`src/sv/brf_pkg.sv`:
```
// types and constants shared by the byte ring fifo
`default_nettype none

package brf_pkg;

  localparam int KIND_W = 3;
  localparam int BYTE_W = 8;
  localparam int RLEN_W = 7;
  localparam int SLEN_W = 10;
  localparam int CNT_W  = 10;

  typedef enum logic [KIND_W-1:0] {
    KIND_PUSH  = 3'd0,
    KIND_READ  = 3'd1,
    KIND_PEEK  = 3'd2,
    KIND_SKIP  = 3'd3,
    KIND_CLEAR = 3'd4
  } kind_t;

  typedef enum logic {
    ST_IDLE,
    ST_BURST
  } state_t;

  typedef struct packed {
    logic [CNT_W-1:0] used_bytes;
    logic [CNT_W-1:0] free_bytes;
    logic [CNT_W-1:0] contiguous_readable;
    logic [CNT_W-1:0] contiguous_writable;
  } stat_t;

  typedef struct packed {
    logic byte_valid;
    logic last;
    logic accepted;
  } meta_t;

  typedef struct packed {
    logic [BYTE_W-1:0] out_byte;
    meta_t             meta;
    stat_t             stat;
  } res_t;

endpackage

`default_nettype wire

```
`src/sv/brf_if.sv`:
```
// input and result channel interfaces of the byte ring fifo
`default_nettype none


interface brf_out_if;
  logic                       valid;
  logic                       ready;
  logic [brf_pkg::BYTE_W-1:0] out_byte;
  logic                       byte_valid;
  logic                       last;
  logic                       accepted;
  logic [brf_pkg::CNT_W-1:0]  used_bytes;
  logic [brf_pkg::CNT_W-1:0]  free_bytes;
  logic [brf_pkg::CNT_W-1:0]  contiguous_readable;
  logic [brf_pkg::CNT_W-1:0]  contiguous_writable;

  modport source(output valid, out_byte, byte_valid, last, accepted, used_bytes, free_bytes,
                 contiguous_readable, contiguous_writable, input ready);
  modport sink(input valid, out_byte, byte_valid, last, accepted, used_bytes, free_bytes,
               contiguous_readable, contiguous_writable, output ready);
endinterface

`default_nettype wire

```
`src/sv/brf_outq.sv`:
```
// two-entry result queue driving the result channel
`default_nettype none

module brf_outq (
  input  wire logic          clk,
  input  wire logic          rst_n,
  input  wire logic          push,
  input  wire brf_pkg::res_t push_data,
  output logic [1:0]         cnt,
  output logic               pop,
  brf_out_if.source          out_ch
);

  brf_pkg::res_t q_r [2];
  logic          wr_ptr_r;
  logic          wr_ptr_nxt;
  logic          rd_ptr_r;
  logic          rd_ptr_nxt;
  logic [1:0]    cnt_r;
  logic [1:0]    cnt_nxt;
  brf_pkg::res_t head;

  assign head  = q_r[rd_ptr_r];
  assign pop   = out_ch.valid && out_ch.ready;
  assign cnt   = cnt_r;

  always_comb begin
    wr_ptr_nxt = push ? ~wr_ptr_r : wr_ptr_r;
    rd_ptr_nxt = pop ? ~rd_ptr_r : rd_ptr_r;
    cnt_nxt    = cnt_r + {1'b0, push} - {1'b0, pop};
  end

  always_ff @(posedge clk) begin
    if (!rst_n) begin
      wr_ptr_r <= 1'b0;
      rd_ptr_r <= 1'b0;
      cnt_r    <= 2'd0;
    end else begin
      wr_ptr_r <= wr_ptr_nxt;
      rd_ptr_r <= rd_ptr_nxt;
      cnt_r    <= cnt_nxt;
    end
  end

  always_ff @(posedge clk) begin
    if (push) begin
      q_r[wr_ptr_r] <= push_data;
    end
  end

  assign out_ch.valid               = (cnt_r != 2'd0);
  assign out_ch.out_byte            = head.out_byte;
  assign out_ch.byte_valid          = head.meta.byte_valid;
  assign out_ch.last                = head.meta.last;
  assign out_ch.accepted            = head.meta.accepted;
  assign out_ch.used_bytes          = head.stat.used_bytes;
  assign out_ch.free_bytes          = head.stat.free_bytes;
  assign out_ch.contiguous_readable = head.stat.contiguous_readable;
  assign out_ch.contiguous_writable = head.stat.contiguous_writable;

endmodule

`default_nettype wire

```
`src/flat_wrapper.sv`:
```
// flat-port wrapper written by rule: the top's interface ports become plain ports
module brf_outq_flat 
  (clk, rst_n, push, push_data, cnt, pop, out_ch_valid, out_ch_out_byte, out_ch_byte_valid, out_ch_last, out_ch_accepted, out_ch_used_bytes, out_ch_free_bytes, out_ch_contiguous_readable, out_ch_contiguous_writable, out_ch_ready);
  brf_out_if out_ch_i ();
  input  wire logic clk;
  input  wire logic rst_n;
  input  wire logic push;
  input  wire brf_pkg::res_t push_data;
  output logic [1:0] cnt;
  output logic pop;
  output wire logic [$bits(out_ch_i.valid)-1:0] out_ch_valid;
  output wire logic [$bits(out_ch_i.out_byte)-1:0] out_ch_out_byte;
  output wire logic [$bits(out_ch_i.byte_valid)-1:0] out_ch_byte_valid;
  output wire logic [$bits(out_ch_i.last)-1:0] out_ch_last;
  output wire logic [$bits(out_ch_i.accepted)-1:0] out_ch_accepted;
  output wire logic [$bits(out_ch_i.used_bytes)-1:0] out_ch_used_bytes;
  output wire logic [$bits(out_ch_i.free_bytes)-1:0] out_ch_free_bytes;
  output wire logic [$bits(out_ch_i.contiguous_readable)-1:0] out_ch_contiguous_readable;
  output wire logic [$bits(out_ch_i.contiguous_writable)-1:0] out_ch_contiguous_writable;
  input wire logic [$bits(out_ch_i.ready)-1:0] out_ch_ready;
  assign out_ch_valid = out_ch_i.valid;
  assign out_ch_out_byte = out_ch_i.out_byte;
  assign out_ch_byte_valid = out_ch_i.byte_valid;
  assign out_ch_last = out_ch_i.last;
  assign out_ch_accepted = out_ch_i.accepted;
  assign out_ch_used_bytes = out_ch_i.used_bytes;
  assign out_ch_free_bytes = out_ch_i.free_bytes;
  assign out_ch_contiguous_readable = out_ch_i.contiguous_readable;
  assign out_ch_contiguous_writable = out_ch_i.contiguous_writable;
  assign out_ch_i.ready = out_ch_ready;
  brf_outq u_core (.clk(clk), .rst_n(rst_n), .push(push), .push_data(push_data), .cnt(cnt), .pop(pop), .out_ch(out_ch_i));
endmodule
```
`config.mk`:
```
export PLATFORM = sky130hd
export DESIGN_NAME = brf_outq_flat
export DESIGN_NICKNAME = d
export VERILOG_FILES = /design/src/sv/brf_pkg.sv /design/src/sv/brf_if.sv /design/src/sv/brf_outq.sv /design/src/flat_wrapper.sv
export SDC_FILE = /design/constraint.sdc
export NUM_CORES = 1
export LEC_CHECK = 0
export BUFFER_PORTS_ARGS = -buffer_cell sky130_fd_sc_hd__buf_4
export CAP_MARGIN = 10
export CORE_MARGIN = 3
export CORE_UTILIZATION = 50
export DETAILED_ROUTE_END_ITERATION = 8
export GPL_TIMING_DRIVEN = 0
export PLACE_DENSITY = 0.76
export SYNTH_ARGS = -nofsm -noshare
export SYNTH_HDL_FRONTEND = slang
export SYNTH_SLANG_ARGS = --single-unit
```
`constraint.sdc`:
```
create_clock -name clk -period 3.5 [get_ports clk]
set_clock_uncertainty 0.2 [all_clocks]
set_input_delay 0.175 -clock clk [delete_from_list [all_inputs] [get_ports clk]]
set_output_delay 0.175 -clock clk [all_outputs]
set_load 0.02 [all_outputs]
```
After elaboration in Yosys (flattened, before gate mapping)

Memories as Yosys holds them, arrays and structs flattened. A register that Yosys moved wholly into a read port is not among the register bits.
Cells that the tools add are included.

$add $sub $neg: 2
Muxes and demuxes: 4
Bitwise gates (word level): 2
Reduce and logical (&&, ||, !) cells: 2

Operators by type and width:

| kind                                        | count |
|---|---|
| 1-bit 2-to-1 mux                            | 4 |
| 2-bit by 1-bit adder with 2-bit output      | 1 |
| 1-bit inverter                              | 2 |
| 2-bit nonzero test                          | 1 |
| 2-bit by 1-bit subtractor with 2-bit output | 1 |
| 1-bit logical AND                           | 1 |

Bits in registers: 4
RAM bits: 102
Input port bits: 55
Output and inout bits: 55
Logic and storage cells: 14
Memories kept: 1

Memories:

| memory     | depth | bits a word | read ports | clocked after memory_dff | write ports | line           | text |
|---|---|---|---|---|---|---|---|
| u_core.q_r | 2     | 51          | 1          | 1                        | 1           | brf_outq.sv:14 | `brf_pkg::res_t q_r [2];` |

Longest topological paths before layout

Word-level depth: 4
Depth in mapped cells: 6
Gate-level depth less buffers: 6

Worst setup path before layout

OpenSTA, ideal clock, no wires.

Path kind: register to register
Start: reg u_core.wr_ptr_r
End: mem u_core.q_r[0][0] in the netlist's numbering, enable pin
Library setup time: 467 ps
Arrival: 2606 ps
Data required time: 2833 ps
Setup slack: 227 ps
Cell stages (with the launch flop): 2
Buffers on the path: 0
Clock period less this slack: 3273 ps
Path through: dfxtp_1 nor2b_1

RTL lines:

| what                   | line           | text |
|---|---|---|
| start, declared        | brf_outq.sv:15 | `logic wr_ptr_r;` |
| start signal, assigned | brf_outq.sv:39 | `wr_ptr_r <= wr_ptr_nxt;` |
| end, declared          | brf_outq.sv:14 |  |

No word-level cell before the write port.

==> flow_metrics.py <==
metrics = {
    "drt": {
        "finalWirelength_mm": 7.534,
        "routedWlPerCell_um": 16.24,
        "drt_iter0_drc": 67,
        "drc": 0,
        "final_antenna_net_count": 0,
        "dr_total_vias": 2237,
        "drt_first_pass_iters": 4,
        "via_per_inst": 4.821,
    },
    "power": {
        "leakage_nw": 2.346,
        "powerDensity_nw_per_um2": 561.1,
        "ir_worst_vdd_v": 0.0003857,
        "finalPower_mw": 3.307,
    },
    "die": {
        "num_rows": 32,
        "die_x_um": 97.37,
        "fp.dieArea_sq_um": 9480,
        "boundaryPins": 110,
        "fp.coreArea_sq_um": 7928,
        "start_util_pct": 52.65,
        "die_h_um": 97.37,
    },
    "final_layout": {
        "drive_gt1_share_pct": 51.38,
        "final_cell_area_sq_um": 5893,
        "layout_common_cells": "109 x buf_4, 102 x edfxtp_1, 54 x dlygate4sd3_1",
        "nets": 414,
        "final_util_pct": 74.34,
        "n_antenna_cell": 0,
        "final_common_cell": "buf_4",
        "n_fill_cell": 471,
        "final-seq-area_sq_um": 3163,
        "area_delta_synth_final_pct": 41.19,
        "multiInputGateArea_sq_um": 900.9,
    },
    "logic_synthesis": {
        "syn_area_per_cell_sq_um": 23.06,
        "syn-num-nets": 238,
        "netlist_area_sq_um": 4174,
        "ys_types": 16,
        "yosysSeqAreaShare_pct": 75.78,
        "yosys_warnings": 0,
        "netlist_instances": 181,
        "ys_seq_elements": 107,
    },
    "grt": {
        "use_met1_pct": 19.44,
        "use_met3_pct": 3.446,
        "grt_max_degree": 28,
        "grt_pass1_vias": 2349,
        "grt_pass1_wl_mm": 11.85,
        "grt.busiest_layer": "met2",
        "grtUsageTotal_pct": 16.08,
        "antenna_found_initial": 0,
        "gr-total-overflow": 0,
        "met2_usage_pct": 28.04,
    },
    "sta": {
        "setup_viol": 0,
        "period_minus_slack_ps": 2385,
        "finalHoldViolCount": 0,
        "rsz0062_at_grt": "no",
        "fmax_mhz": 419.2,
        "drv_slew": 0,
        "slew_headroom_pct": 44.79,
        "setup_slack_ps": 1115,
        "min_period_over_period_pct": 68.16,
        "tightest_slew_ps": 826.3,
    },
    "place": {
        "placed_area_sq_um": 5169,
        "gp_congestion": 0.6664,
        "post-place-ws_ps": 1673,
        "dp_hpwl_mm": 4.641,
        "port_buffers": 109,
    },
    "clock_network": {
        "cts_buffers": 9,
        "htree_num_levels": 3,
        "clk_path_buf_depth": 2,
        "post_cts_buffers": 0,
        "cts_sinks": 107,
        "worstSkewPairLatency_ps": 350,
        "cts_root_buf": "clkbuf_8",
        "cts_tree": "yes",
        "path_clk_slew_ps": 90,
    },
    "critical_path": {
        "slowest_delay_ps": 680,
        "critPathMaxFanout": 27,
        "crit_arrival_ps": 2490,
        "start_kind": "input port",
        "required_ps": 3600,
        "cp_slowest_cell": "nor2b_4",
        "path_class": "input port to flip-flop",
        "crit_path_end_kind": "flip-flop",
        "path_cells": "dlygate4sd3_1 > buf_4 > nor2b_4 > buf_12 > o21a_1 > dlygate4sd3_1",
        "path_common_cell": "dlygate4sd3_1",
        "rrSetupSlack_ps": 1290,
    },
    "outcome": {
        "status": "finished, final reports clean",
    },
    "job": {
        "cap_viol_max_count": 0,
    },
    "worst_hold_path": {
        "min_path_type": "input port to flip-flop",
    },
}
-- sequential cells by signal, indices dropped and copies added, names as in the netlist, named ones only --
name	flops
u_core.q_r	102
u_core.rd_ptr_r	1
u_core.wr_ptr_r	1
u_core.cnt	2
-- per-stage QoR --
stage / instances / TNS (ps) / hold WS (ps)
floorplan: 181 / 0 / 73.87
global placement: 392 / -55720 / 159.7
detailed placement: 394 / 0 / 162.3
CTS: 464 / 0 / 37.78
global route: 464 / 0 / 66.98
finish: 464 / 0 / 59.13
-- repair_timing --
action	in CTS	in global routing
gates resized for setup	0	0
endpoints found under the hold margin	107	0
hold buffers	54	0
setup endpoints to repair	0	0
-- worst paths after layout --
kind,start,to,cells past startpoint
setup / recovery,push,u_core.wr_ptr_r,6
hold / removal,out_ch_ready,flip-flop,3
setup reg to reg,u_core.wr_ptr_r,u_core.wr_ptr_r,4
hold reg to reg,u_core.rd_ptr_r,flip-flop,2
-- report_power, final --
| part | total [mW] | internal (mW) | leakage, nW | switching (mW) |
|---|---|---|---|---|
| registers | 1.52 | 1.49 | 0.999 | 0.0314 |
| logic | 1.09 | 0.602 | 1.26 | 0.488 |
| clock network | 0.697 | 0.274 | 0.0909 | 0.423 |
| total | 3.31 | 2.37 | 2.35 | 0.941 |
-- routing by layer --
metal | vias to the layer above | wire, um
met2 | 74 | 3897
met1 | 1100 | 3116
met5 | - | 0
li1 | 1054 | -
met3 | 9 | 418
met4 | 0 | 102
-- synth_stat cells (all sizes together) --
cell type,count,area (sq um)
mux2i,2,20.02
nor2b,3,18.77
buf,6,111.4
edfxtp,102,3063
or2,1,6.260
inv,2,7.510
dfxtp,5,100.1
ha,2,25.02
nand2b,1,6.260
and2,2,12.51
mux2,51,762.0
xnor3,1,22.52
o21a,2,15.01
nand2,1,3.750
-- kinds of logic (layout without fill, tap and decap cells) --
family	after synthesis	in the layout	synth area share, %
XOR/XNOR	1	1	0.5395
AND/OR/NAND/NOR	8	8	1.139
flip-flops	107	107	75.78
adder cells (fa/ha/maj)	2	2	0.5994
multiplexers	53	53	18.74
AO/OA/AOI/OAI	2	2	0.3596
buffers and inverters	8	189	2.848
-- critical path, delay by kind of cell --
| kind | cells | cell delay, ps |
|---|---|---|
| AND/OR/NAND/NOR | 1 | 680 |
| buffers and inverters | 4 | 1480 |
| AO/OA/AOI/OAI | 1 | 140 |
-- area by class of cell --
class	count	share of cell area [%]
plain buffers	6	1.890
repair buffers	165	23.74
multi-input cells	66	15.29
inverters	2	0.1274
flip-flops and latches	107	53.67
well taps	102	2.166
clock buffers	10	2.166
clock inverters	6	0.9554
Note: power is estimated with default switching activity, not from simulation.
