File: src/sv/brf_pkg.sv
// types and constants shared by the byte ring fifo
`default_nettype none

package brf_pkg;

  localparam int KIND_W = 3;
  localparam int BYTE_W = 8;
  localparam int RLEN_W = 7;
  localparam int SLEN_W = 10;
  localparam int CNT_W  = 10;

  typedef enum logic [KIND_W-1:0] {
    KIND_PUSH  = 3'd0,
    KIND_READ  = 3'd1,
    KIND_PEEK  = 3'd2,
    KIND_SKIP  = 3'd3,
    KIND_CLEAR = 3'd4
  } kind_t;

  typedef enum logic {
    ST_IDLE,
    ST_BURST
  } state_t;

  typedef struct packed {
    logic [CNT_W-1:0] used_bytes;
    logic [CNT_W-1:0] free_bytes;
    logic [CNT_W-1:0] contiguous_readable;
    logic [CNT_W-1:0] contiguous_writable;
  } stat_t;

  typedef struct packed {
    logic byte_valid;
    logic last;
    logic accepted;
  } meta_t;

  typedef struct packed {
    logic [BYTE_W-1:0] out_byte;
    meta_t             meta;
    stat_t             stat;
  } res_t;

endpackage

`default_nettype wire

File: src/sv/brf_status.sv
// occupancy and contiguous span counts from the head and tail indices
`default_nettype none

module brf_status #(
  parameter int DEPTH = 1024,
  parameter int AW    = 10
) (
  input  wire logic [AW-1:0] head,
  input  wire logic [AW-1:0] tail,
  output logic      [AW-1:0] used,
  output brf_pkg::stat_t     stat
);

  localparam int CW = $clog2(DEPTH + 1);
  localparam int EW = CW + brf_pkg::CNT_W;
  localparam logic [CW-1:0] DEP  = CW'(DEPTH);
  localparam logic [CW-1:0] DEP1 = CW'(DEPTH - 1);
  localparam logic [CW-1:0] ONE  = CW'(1);

  logic [CW-1:0] h;
  logic [CW-1:0] t;
  logic          t_ge_h;
  logic [CW-1:0] used_w;
  logic [CW-1:0] free_w;
  logic [CW-1:0] crd_w;
  logic [CW-1:0] cwr_w;
  logic [EW-1:0] used_e;
  logic [EW-1:0] free_e;
  logic [EW-1:0] crd_e;
  logic [EW-1:0] cwr_e;

  always_comb begin
    h      = CW'(head);
    t      = CW'(tail);
    t_ge_h = (tail >= head);
    used_w = t_ge_h ? (t - h) : (t + DEP - h);
    free_w = t_ge_h ? (DEP1 - t + h) : (h - t - ONE);
    if (tail == head) begin
      crd_w = '0;
    end else if (head < tail) begin
      crd_w = t - h;
    end else begin
      crd_w = DEP - h;
    end
    if (t_ge_h) begin
      cwr_w = DEP - t - ((head == '0) ? ONE : '0);
    end else begin
      cwr_w = h - t - ONE;
    end
  end

  assign used_e = {{brf_pkg::CNT_W{1'b0}}, used_w};
  assign free_e = {{brf_pkg::CNT_W{1'b0}}, free_w};
  assign crd_e  = {{brf_pkg::CNT_W{1'b0}}, crd_w};
  assign cwr_e  = {{brf_pkg::CNT_W{1'b0}}, cwr_w};

  assign used                     = used_w[AW-1:0];
  assign stat.used_bytes          = used_e[brf_pkg::CNT_W-1:0];
  assign stat.free_bytes          = free_e[brf_pkg::CNT_W-1:0];
  assign stat.contiguous_readable = crd_e[brf_pkg::CNT_W-1:0];
  assign stat.contiguous_writable = cwr_e[brf_pkg::CNT_W-1:0];

endmodule

`default_nettype wire

File: config.mk
export PLATFORM = sky130hd
export DESIGN_NAME = brf_status
export DESIGN_NICKNAME = d
export VERILOG_FILES = /design/src/sv/brf_pkg.sv /design/src/sv/brf_status.sv
export SDC_FILE = /design/constraint.sdc
export NUM_CORES = 1
export LEC_CHECK = 0
export ABC_AREA = 1
export BUFFER_PORTS_ARGS = -buffer_cell sky130_fd_sc_hd__buf_4
export CORE_MARGIN = 10
export CORE_UTILIZATION = 25
export DETAILED_ROUTE_END_ITERATION = 8
export SLEW_MARGIN = 20
export SYNTH_ARGS = -nofsm -noshare
export SYNTH_HDL_FRONTEND = slang
export SYNTH_SLANG_ARGS = --single-unit
File: constraint.sdc
create_clock -name vclk -period 2.8
set_input_delay 0.28 -clock vclk [all_inputs]
set_output_delay 0.28 -clock vclk [all_outputs]
set_load 0.02 [all_outputs]
# Word-level counts from Yosys, hierarchy flattened
# Cells that the tools add are included.
# totals
word_cells	20
output_inout_bits	50
ff_bits	0
# classes
reduce_logical	1
magnitude_cmp	2
add_sub_neg	10
eq_ne	1
n_mux	6
# ops
cell	count
$mux W10	5
$sub A10 B10 Y10	3
$sub A1 B10 Y10 const A	2
$add A10 B1 Y10 const B	1
$add A10 B10 Y10	1
$eq A10 B10 Y1	1
$ge A10 B10 Y1	1
$logic_not A10 Y1	1
$lt A10 B10 Y1	1
$sub A10 B1 Y10	1
$sub A10 B1 Y10 const B	1
$sub A10 B10 Y10 const A	1
$mux W1	1

# Logic depth before layout (Yosys ltp)
# Gate-level depths: netlist (run 1).
# depth
depth_word	4
mapped_depth	17
ltp_nobuf	17

# Worst setup path before layout (run 1)
# OpenSTA, ideal clock, no wires.
# synth_path
path_type	in2out
startpoint	input head[1]
endpoint	output stat[7] (netlist name)
n_path_buf	0
setup_slack_ps	193
cell_stages	16
arrival_ps	2327
cell_sequence	inv_1 ha_1 nand3_1 nor2_1 nand2_1 nor2_1 nand3_1 ha_1 ha_1 inv_1 ha_1 o21ai_0 a21oi_1 xor2_1 nand2_1 nand2_1
# synth_rtl
item	line	rtl
start, declared	brf_status.sv:8	input wire logic [AW-1:0] head,
end, declared	brf_status.sv:11	output brf_pkg::stat_t stat

==> results of run 1 <==
critical path, delay by kind of cell:
family,cells,cell delay [ns]
compound gates,1,0.08
xor+xnor,1,0.13
fa+ha+maj,4,0.73
buf+inv,5,0.51
simple gates,7,0.63
metal layers:
layer	track usage	vias to the layer above	part of all wire
met4	0.01257	0	0.012
met1	0.1402	958	0.44
met5	0	-	0
li1	-	1117	-
met3	0.01449	6	0.066
met2	0.2120	59	0.48
synth_stat cells, drive strengths merged:
cell type	count	area [um2]
a31oi	1	6.260
nand2	80	317.8
o31ai	3	22.52
fa	2	40.04
o21bai	2	15.01
inv	49	183.9
nor2	19	71.32
buf	19	157.7
xor2	15	131.4
nand3	27	140.1
o21a	1	7.510
o22ai	1	6.260
nand4	7	50.05
a21o	3	22.52
a21oi	19	98.85
xnor2	7	61.31
o21ai	16	91.34
and2	2	12.51
nand3b	2	15.01
a21boi	1	7.510
ha	31	387.9
layout make-up:
cell class	count	area share
Tap cell	99	0.04943
Timing Repair Buffer	86	0.2606
Inverter	49	0.07339
Multi-Input combinational cell	239	0.6166
logic make-up after synthesis:
logic type	count (synthesis)	synth area share
buf+inv	68	0.1850
fa+ha+maj	33	0.2317
simple gates	137	0.3286
compound gates	47	0.1504
xor+xnor	22	0.1043
worst paths after layout:
path	slack, ns	startpoint	cells after the start	end
worst min-delay path	1.01	head[3]	5	stat[15]
worst max-delay path	0.14	head[1]	18	stat[5]
power by group through the flow:
stage          Clock (mW)  Combinational (mW)  Sequential, mW
3_3_place_gp            0               0.887               0
6_report                0               0.896               0
3_5_place_dp            0               0.890               0
4_1_cts                 0               0.897               0
5_1_grt                 0               0.984               0
2_1_floorplan           0               0.580               0
per-stage QoR:
stage	cell area (um2)	setup slack (ns)	TNS, ns	total power, mW	hold WS (ns)
floorplan	1847	0.1931	0	0.5802	0.7845
global placement	2406	-0.08635	-0.1705	0.8867	1.004
detailed placement	2406	-0.07734	-0.1158	0.8897	1.012
CTS	2461	0.0004015	0	0.8969	1.012
global route	2506	-0.01974	-0.04197	0.9837	1.043
finish	2506	0.1429	0	0.8956	1.007
what timing repair did:
item                                   4_1_cts  5_1_grt
pin swaps                                    3        4
setup endpoints to repair                    3        6
buffers inserted                             6        1
resized for setup                            4       11
hold buffers                                 0        0
endpoints found under the hold margin        0        0
==> run metrics, run 1 <==
status finished clean; sequential share of the synthesized area 0; internal power 355.1 uW; worst-path cell chain buf_4 -> inv_1 -> ha_2 -> nand3_2 -> nor2_2 -> nand2_2 -> nor2_2 -> nand3_1 -> ha_1 -> ha_2 -> inv_2 -> ha_4 -> o21ai_2 -> buf_4 -> xor2_1 -> nand2_1 -> nand2_2 -> buf_6; Final Non-Filler Cells 473; CP Class input pin to output pin; fill cell count 834; Worst path slowest cell ha_2; final slew viol count 0; NetSw 540.5 uW; remaining antenna violation count after routing 0; Placed Cells 466; diodes inserted 0; Mean Syn Cell Area 6.016 um2; clock buf count 0; Peak supply drop 0.1445 mV; final count of negative-setup-slack endpoints 0; crit path launch type input pin; Synthesis Warnings 0; die area 0.01123 mm2; Max Freq 0.3763 GHz; Hold Vio Cnt, Final 0; Crit path required time 2.52 ns; Leakage 1.427 nW; Arr. time, crit path 2.38 ns; Crit. End Element output pin; Final Cycle Share 0.9490; dpl hpwl 5883 um; Slew headroom 0.7730; Mapped Cells 307; register area 0 um2; GP Congestion 0.9021; Util after Layout 0.3474; initial antenna violation count 0; total gr overflow 0; sw frac 0.6035; IO Count 70; area growth from synthesis to layout 35.70%; HP Class input pin to output pin; net count after synthesis 360; footprint of the multi-input gates 0.001545 mm2; DRC 0; global-route wire length before repair 10790 um; commonest non-fill, non-tap cell in the layout buf_4; largest net degree at the start of global routing 13; fin nets 429; Die X 106.0 um; Vias 2140; DR pass1 iterations 4; PwrDens 357.4 mW/mm2; combinational share of power 1.000; min Tclk post-route 2.657 ns; Iteration-0 DRC Markers 91; WL per Instance 14.25 um; Post-Route WL 6738 um; Core Box Area 0.007214 mm2; Seq pwr share 0; Tightest Pin Transition 0.3394 ns; Max Cap Violations 0; # port buffers 70; CP max FO 3; slowest stage delay, CP 0.20 ns; cell area after synthesis 0.001847 mm2; FFs & Latches 0; share of cells above drive strength 1 0.2968; synth unique cells 30; Clock Power Share 0; DR vias/cell 4.524; Tot GR Track Use 0.1142; Initial Util 0.2560; Cell Rows 31; Die Ht 106.0 um; most frequent cells in the layout buf_4, nand2_1, inv_1; vias in the first global route 2260
Power figures use the tool's default switching activity.
==> inputs of run 2 (changes only) <==
--- a/config.mk
+++ b/config.mk
@@ -8,7 +8,7 @@
 export ABC_AREA = 1
 export BUFFER_PORTS_ARGS = -buffer_cell sky130_fd_sc_hd__buf_4
 export CORE_MARGIN = 10
-export CORE_UTILIZATION = 25
+export CORE_UTILIZATION = 32
 export DETAILED_ROUTE_END_ITERATION = 8
 export SLEW_MARGIN = 20
 export SYNTH_ARGS = -nofsm -noshare
==> run metrics, run 2 (synthesized netlist as in run 1, its figures left out) <==
Max Freq 0.3717 GHz (was 0.3763 GHz); Setup WS post-layout 0.1100 ns (was 0.1429 ns); met2 usage 0.2376 (was 0.2120); Iteration-0 DRC Markers 82 (was 91); FFs & Latches 0 (unchanged); clock buf count 0 (unchanged); area growth from synthesis to layout 32.11% (was 35.70%); Placed Cells 442 (was 466); share of cells above drive strength 1 0.2884 (was 0.2968); Crit path required time 2.52 ns (about the same); remaining antenna violation count after routing 0 (unchanged); DRC 0 (unchanged); CP max FO 3 (unchanged); dpl hpwl 5689 um (was 5883 um); Max Cap Violations 0 (unchanged); Hold Vio Cnt, Final 0 (unchanged); Peak supply drop 0.1484 mV (was 0.1445 mV); IO Count 70 (unchanged); Die X 95.97 um (was 106.0 um); crit path launch type input pin (unchanged); Hold WS 0.9948 ns (was 1.007 ns); Crit. End Element output pin (unchanged); fin nets 426 (was 429); global-route wire length before repair 10050 um (was 10790 um); register area 0 um2 (unchanged); Final Non-Filler Cells 443 (was 473); Arr. time, crit path 2.41 ns (was 2.38 ns); met1 usage 0.1740 (was 0.1402); vias in the first global route 2037 (was 2260); CP Class input pin to output pin (unchanged); Crit path max-delay family adder cells (unchanged); total gr overflow 0 (unchanged); worst slack, placed -0.04198 ns (was -0.07734 ns); Leakage 1.404 nW (was 1.427 nW); status finished clean (unchanged); Vias 2093 (was 2140); HP Class input pin to output pin (unchanged); most frequent cells in the layout buf_4, nand2_1, inv_1 (unchanged); Worst path slowest cell ha_2 (unchanged); GR Layer Usage met3 0.01868 (was 0.01449); DR vias/cell 4.725 (was 4.524); largest net degree at the start of global routing 13 (unchanged); Cell Rows 27 (was 31); CTS Hold Bufs 0 (unchanged); # port buffers 70 (unchanged); Tot GR Track Use 0.1327 (was 0.1142); GP Congestion 0.9046 (was 0.9021); WL per Instance 14.35 um (was 14.25 um); Tightest Pin Transition 0.3420 ns (was 0.3394 ns); Crit path buffers/inverters 4 (was 5); final count of negative-setup-slack endpoints 0 (unchanged); Hold EP stat[16] (was stat[15]); Worst Hold Depth 5 (unchanged); Final Cycle Share 0.9607 (was 0.9490); final slew viol count 0 (unchanged); die area 0.009210 mm2 (was 0.01123 mm2); min Tclk post-route 2.690 ns (was 2.657 ns); commonest non-fill, non-tap cell in the layout buf_4 (unchanged); Initial Util 0.3333 (was 0.2560); hold_sp head[6] (was head[3]); Post-Route WL 6355 um (was 6738 um); slowest stage delay, CP 0.18 ns (was 0.20 ns); Die Ht 95.97 um (was 106.0 um); GRT busiest layer met2 (unchanged); Core Box Area 0.005540 mm2 (was 0.007214 mm2); DR pass1 iterations 4 (unchanged); diodes inserted 0 (unchanged); initial antenna violation count 0 (unchanged); PwrDens 363.0 mW/mm2 (was 357.4 mW/mm2); worst-path cell chain buf_4 -> inv_1 -> ha_4 -> nand3_2 -> nor2_2 -> nand2_1 -> nor2_2 -> nand3_1 -> ha_2 -> ha_2 -> inv_1 -> ha_2 -> o21ai_2 -> a21oi_2 -> xor2_1 -> nand2_1 -> nand2_1 -> buf_4 (was buf_4 -> inv_1 -> ha_2 -> nand3_2 -> nor2_2 -> nand2_2 -> nor2_2 -> nand3_1 -> ha_1 -> ha_2 -> inv_2 -> ha_4 -> o21ai_2 -> buf_4 -> xor2_1 -> nand2_1 -> nand2_2 -> buf_6); Slew headroom 0.7713 (was 0.7730)
-- run 2: area by class of cell --
cell class,instances,area (um2)
Multi-Input combinational cell,239,1543
Timing Repair Buffer,83,623.1
Tap cell,72,90.09
Fill cell,642,3100
Inverter,49,183.9
-- run 2: timing repair --
action / in CTS / in global routing
endpoints found under the hold margin: 0 / 0
gates resized for setup: 1 / 11
endpoints found under the setup margin: 3 / 5
pin swaps: 0 / 3
buffers inserted: 0 / 1
-- run 2: tightest hold or removal path, delay by kind of cell --
kind                   cells  cell delay, ns
AOI/OAI and AO/OA          1            0.05
buffers and inverters      2            0.27
and+or+nand+nor            2            0.11
-- run 2: how the worst max path moves through the flow --
stage | start | endpoint | slack (ns) | depth (start not counted)
6_report | head[0] | stat[7] | 0.11 | 18
5_1_grt | head[0] | stat[7] | -0.02 | 18
4_1_cts | head[0] | stat[7] | 0.001 | 18
3_5_place_dp | head[0] | stat[7] | -0.04 | 18
3_3_place_gp | head[0] | stat[7] | -0.02 | 18
2_1_floorplan | head[1] | stat[7] | 0.19 | 16
-- run 2: layer usage --
metal  up-vias  routed length (um)
met1       947                2961
met2        40                3009
met5         -                   0
met4         0                   0
met3         0                 385
li1       1106                   -
-- run 2: power by group --
part,switching [mW],internal (mW),total (mW)
logic,0.533,0.353,0.886
registers,0,0,0
clock network,0,0,0
total,0.533,0.353,0.886
-- run 2: through the flow --
| stage | cell area, um2 | util | power (mW) | setup TNS (ns) |
|---|---|---|---|---|
| CTS | 2395 | 0.4322 | 0.8917 | 0 |
| floorplan | 1847 | - | 0.5802 | 0 |
| global placement | 2395 | 0.4322 | 0.8847 | -0.02244 |
| detailed placement | 2395 | 0.4322 | 0.8882 | -0.05305 |
| global route | 2440 | 0.4404 | 0.9721 | -0.02365 |
| finish | 2440 | 0.4404 | 0.8857 | 0 |
==> inputs of run 3 (changes only) <==
--- a/config.mk
+++ b/config.mk
@@ -5,7 +5,6 @@
 export SDC_FILE = /design/constraint.sdc
 export NUM_CORES = 1
 export LEC_CHECK = 0
-export ABC_AREA = 1
 export BUFFER_PORTS_ARGS = -buffer_cell sky130_fd_sc_hd__buf_4
 export CORE_MARGIN = 10
 export CORE_UTILIZATION = 32
==> run metrics, run 3 <==
failing checks negative setup slack; HP Class input pin to output pin (unchanged); top-area cell type share of the netlist area 0.2203 (was 0.2100); WL per Instance 14.67 um (was 14.35 um); Tot GR Track Use 0.1250 (was 0.1327); Crit path required time 2.52 ns (about the same); unrepaired setup endpoints after global routing yes; Tightest Pin Transition 0.3958 ns (was 0.3420 ns); final count of negative-setup-slack endpoints 2 (was 0); Yosys top cell by area ha_1 (unchanged); synth cell count leaders ha_1, inv_1, xnor2_1 (was nand2_1, inv_1, ha_1); Hold EP stat[19] (was stat[16]); GP Congestion 0.8956 (was 0.9046); vias in the first global route 2006 (was 2037); total power 1.043 mW (was 885.7 uW); met2 WL 2786 um (was 3009 um); Post-Route WL 5898 um (was 6355 um); Peak supply drop 0.1720 mV (was 0.1484 mV); hold_sp head[9] (was head[6]); Area contributors post-synth ha_1, xnor2_1, inv_1, buf_4, mux2_4 (was ha_1, nand2_1, inv_1, xor2_1, nand3_1); sequential share of the synthesized area 0 (unchanged); Mean Syn Cell Area 7.755 um2 (was 6.016 um2); Slew headroom 0.7341 (was 0.7713); Leakage 1.445 nW (was 1.404 nW); Vias 1925 (was 2093); Hold Vio Cnt, Final 0 (unchanged); Iteration-0 DRC Markers 61 (was 82); Setup WS post-layout -0.01767 ns (was 0.1100 ns); dpl hpwl 4959 um (was 5689 um); clock buf count 0 (unchanged); Synthesis Warnings 0 (unchanged); CP max FO 2 (was 3); Die X 94.17 um (was 95.97 um); synth unique cells 47 (was 30); most frequent cells in the layout buf_4, inv_1, ha_1 (was buf_4, nand2_1, inv_1); DR pass1 iterations 4 (unchanged); register area 0 um2 (unchanged); share of cells above drive strength 1 0.4880 (was 0.2884); Max Freq 0.3549 GHz (was 0.3717 GHz); commonest non-fill, non-tap cell in the layout buf_4 (unchanged); area growth from synthesis to layout 61.90% (was 32.11%); net count after synthesis 280 (was 360); WL met1 2764 um (was 2961 um); met3 wire len 327 um (was 385 um); top layer in use met4 (was met3); remaining antenna violation count after routing 0 (unchanged); Die Ht 94.17 um (was 95.97 um); CP Class input pin to output pin (unchanged); status finished, violations left (was finished clean); DR vias/cell 4.789 (was 4.725); Placed Cells 389 (was 442); FFs & Latches 0 (unchanged); Final Non-Filler Cells 402 (was 443); Initial Util 0.3382 (was 0.3333); crit path launch type input pin (unchanged); initial antenna violation count 0 (unchanged); cell area after synthesis 0.001760 mm2 (was 0.001847 mm2); Max Cap Violations 0 (unchanged); global-route wire length before repair 9522 um (was 10050 um); die area 0.008868 mm2 (was 0.009210 mm2); Worst Hold Depth 4 (was 5); DRC 0 (unchanged); min Tclk post-route 2.818 ns (was 2.690 ns); Crit. End Element output pin (unchanged); final slew viol count 0 (unchanged); # port buffers 70 (unchanged); diodes inserted 0 (unchanged); IO Count 70 (unchanged); total gr overflow 0 (unchanged); Mapped Cells 227 (was 307); most numerous cell in the Yosys netlist ha_1 (was nand2_1); Core Box Area 0.005205 mm2 (was 0.005540 mm2); largest net degree at the start of global routing 9 (was 13); Final Cycle Share 1.006 (was 0.9607); Arr. time, crit path 2.54 ns (was 2.41 ns); fin nets 387 (was 426); Fin Setup TNS -0.02421 ns (was 0 ns); Cell Rows 26 (was 27); PwrDens 366.0 mW/mm2 (was 363.0 mW/mm2)
[run 3: cell types whose count changed after synthesis, moves of 6 or more]
cell	before	now
xnor2_1	7	25
mux2i_1	0	6
mux2_4	0	6
o21ai_1	9	0
nand3_1	26	7
inv_1	46	29
xor2_1	15	4
nand2_1	75	7
[run 3: layer usage]
metal | vias up | global-route usage
li1 | 990 | -
met1 | 880 | 0.1618
met2 | 53 | 0.2214
met3 | 2 | 0.02078
met4 | 0 | 0
met5 | - | 0
[run 3: final cells by class]
class,count,area [um2]
fillers,497,2355
well taps,70,87.58
repair buffers,122,973.4
inverters,29,108.9
multi-input cells,181,1680
[run 3: report_power, final]
part | switching [mW] | internal (mW) | leakage, nW
combinational | 0.541 | 0.502 | 1.44
sequential | 0 | 0 | 0
clock | 0 | 0 | 0
[run 3: cells by family after synthesis]
family,synth area share
AOI/OAI and AO/OA,0.2132
xor gates and xnor gates,0.1443
adders and majority gates,0.2431
buffers and inverters,0.1407
muxes,0.09808
and+or+nand+nor,0.1606
[run 3: how the worst max path moves through the flow]
stage                  from      end  slack (ns)  cells past startpoint
CTS                 head[6]  stat[9]       -0.08                     16
global placement    head[2]  stat[9]       -0.39                     15
finish              head[2]  stat[8]       -0.02                     12
detailed placement  head[2]  stat[9]       -0.37                     15
global route        head[2]  stat[8]       -0.17                     12
floorplan           head[2]  stat[8]        0.07                     10
[run 3: critical path, cell delays in order]
cell	delay (ns)
buf_8	0.10
nor4_4	0.37
nand3_4	0.11
ha_4	0.18
ha_4	0.17
a211o_1	0.33
a211oi_2	0.26
o21bai_1	0.11
a21oi_2	0.16
xnor2_1	0.07
mux2_4	0.27
buf_6	0.13
[run 3: timing repair]
| action | CTS | global route |
|---|---|---|
| endpoints found under the setup margin | 11 | 21 |
| gates resized for setup | 25 | 16 |
| hold buffers | 0 | 0 |
| pin swaps | 14 | 16 |
| buffers inserted | 9 | 4 |
[run 3: stage by stage]
stage | util | cell area, um2 | worst slack (ns) | hold slack, ns
after floorplan | - | 1760 | 0.07411 | 0.7907
after global placement | 0.4856 | 2527 | -0.3909 | 1.008
after detailed placement | 0.4856 | 2527 | -0.3698 | 1.016
after CTS | 0.5286 | 2751 | -0.08147 | 1.014
after global routing | 0.5476 | 2850 | -0.1724 | 1.070
final | 0.5476 | 2850 | -0.01767 | 1.033
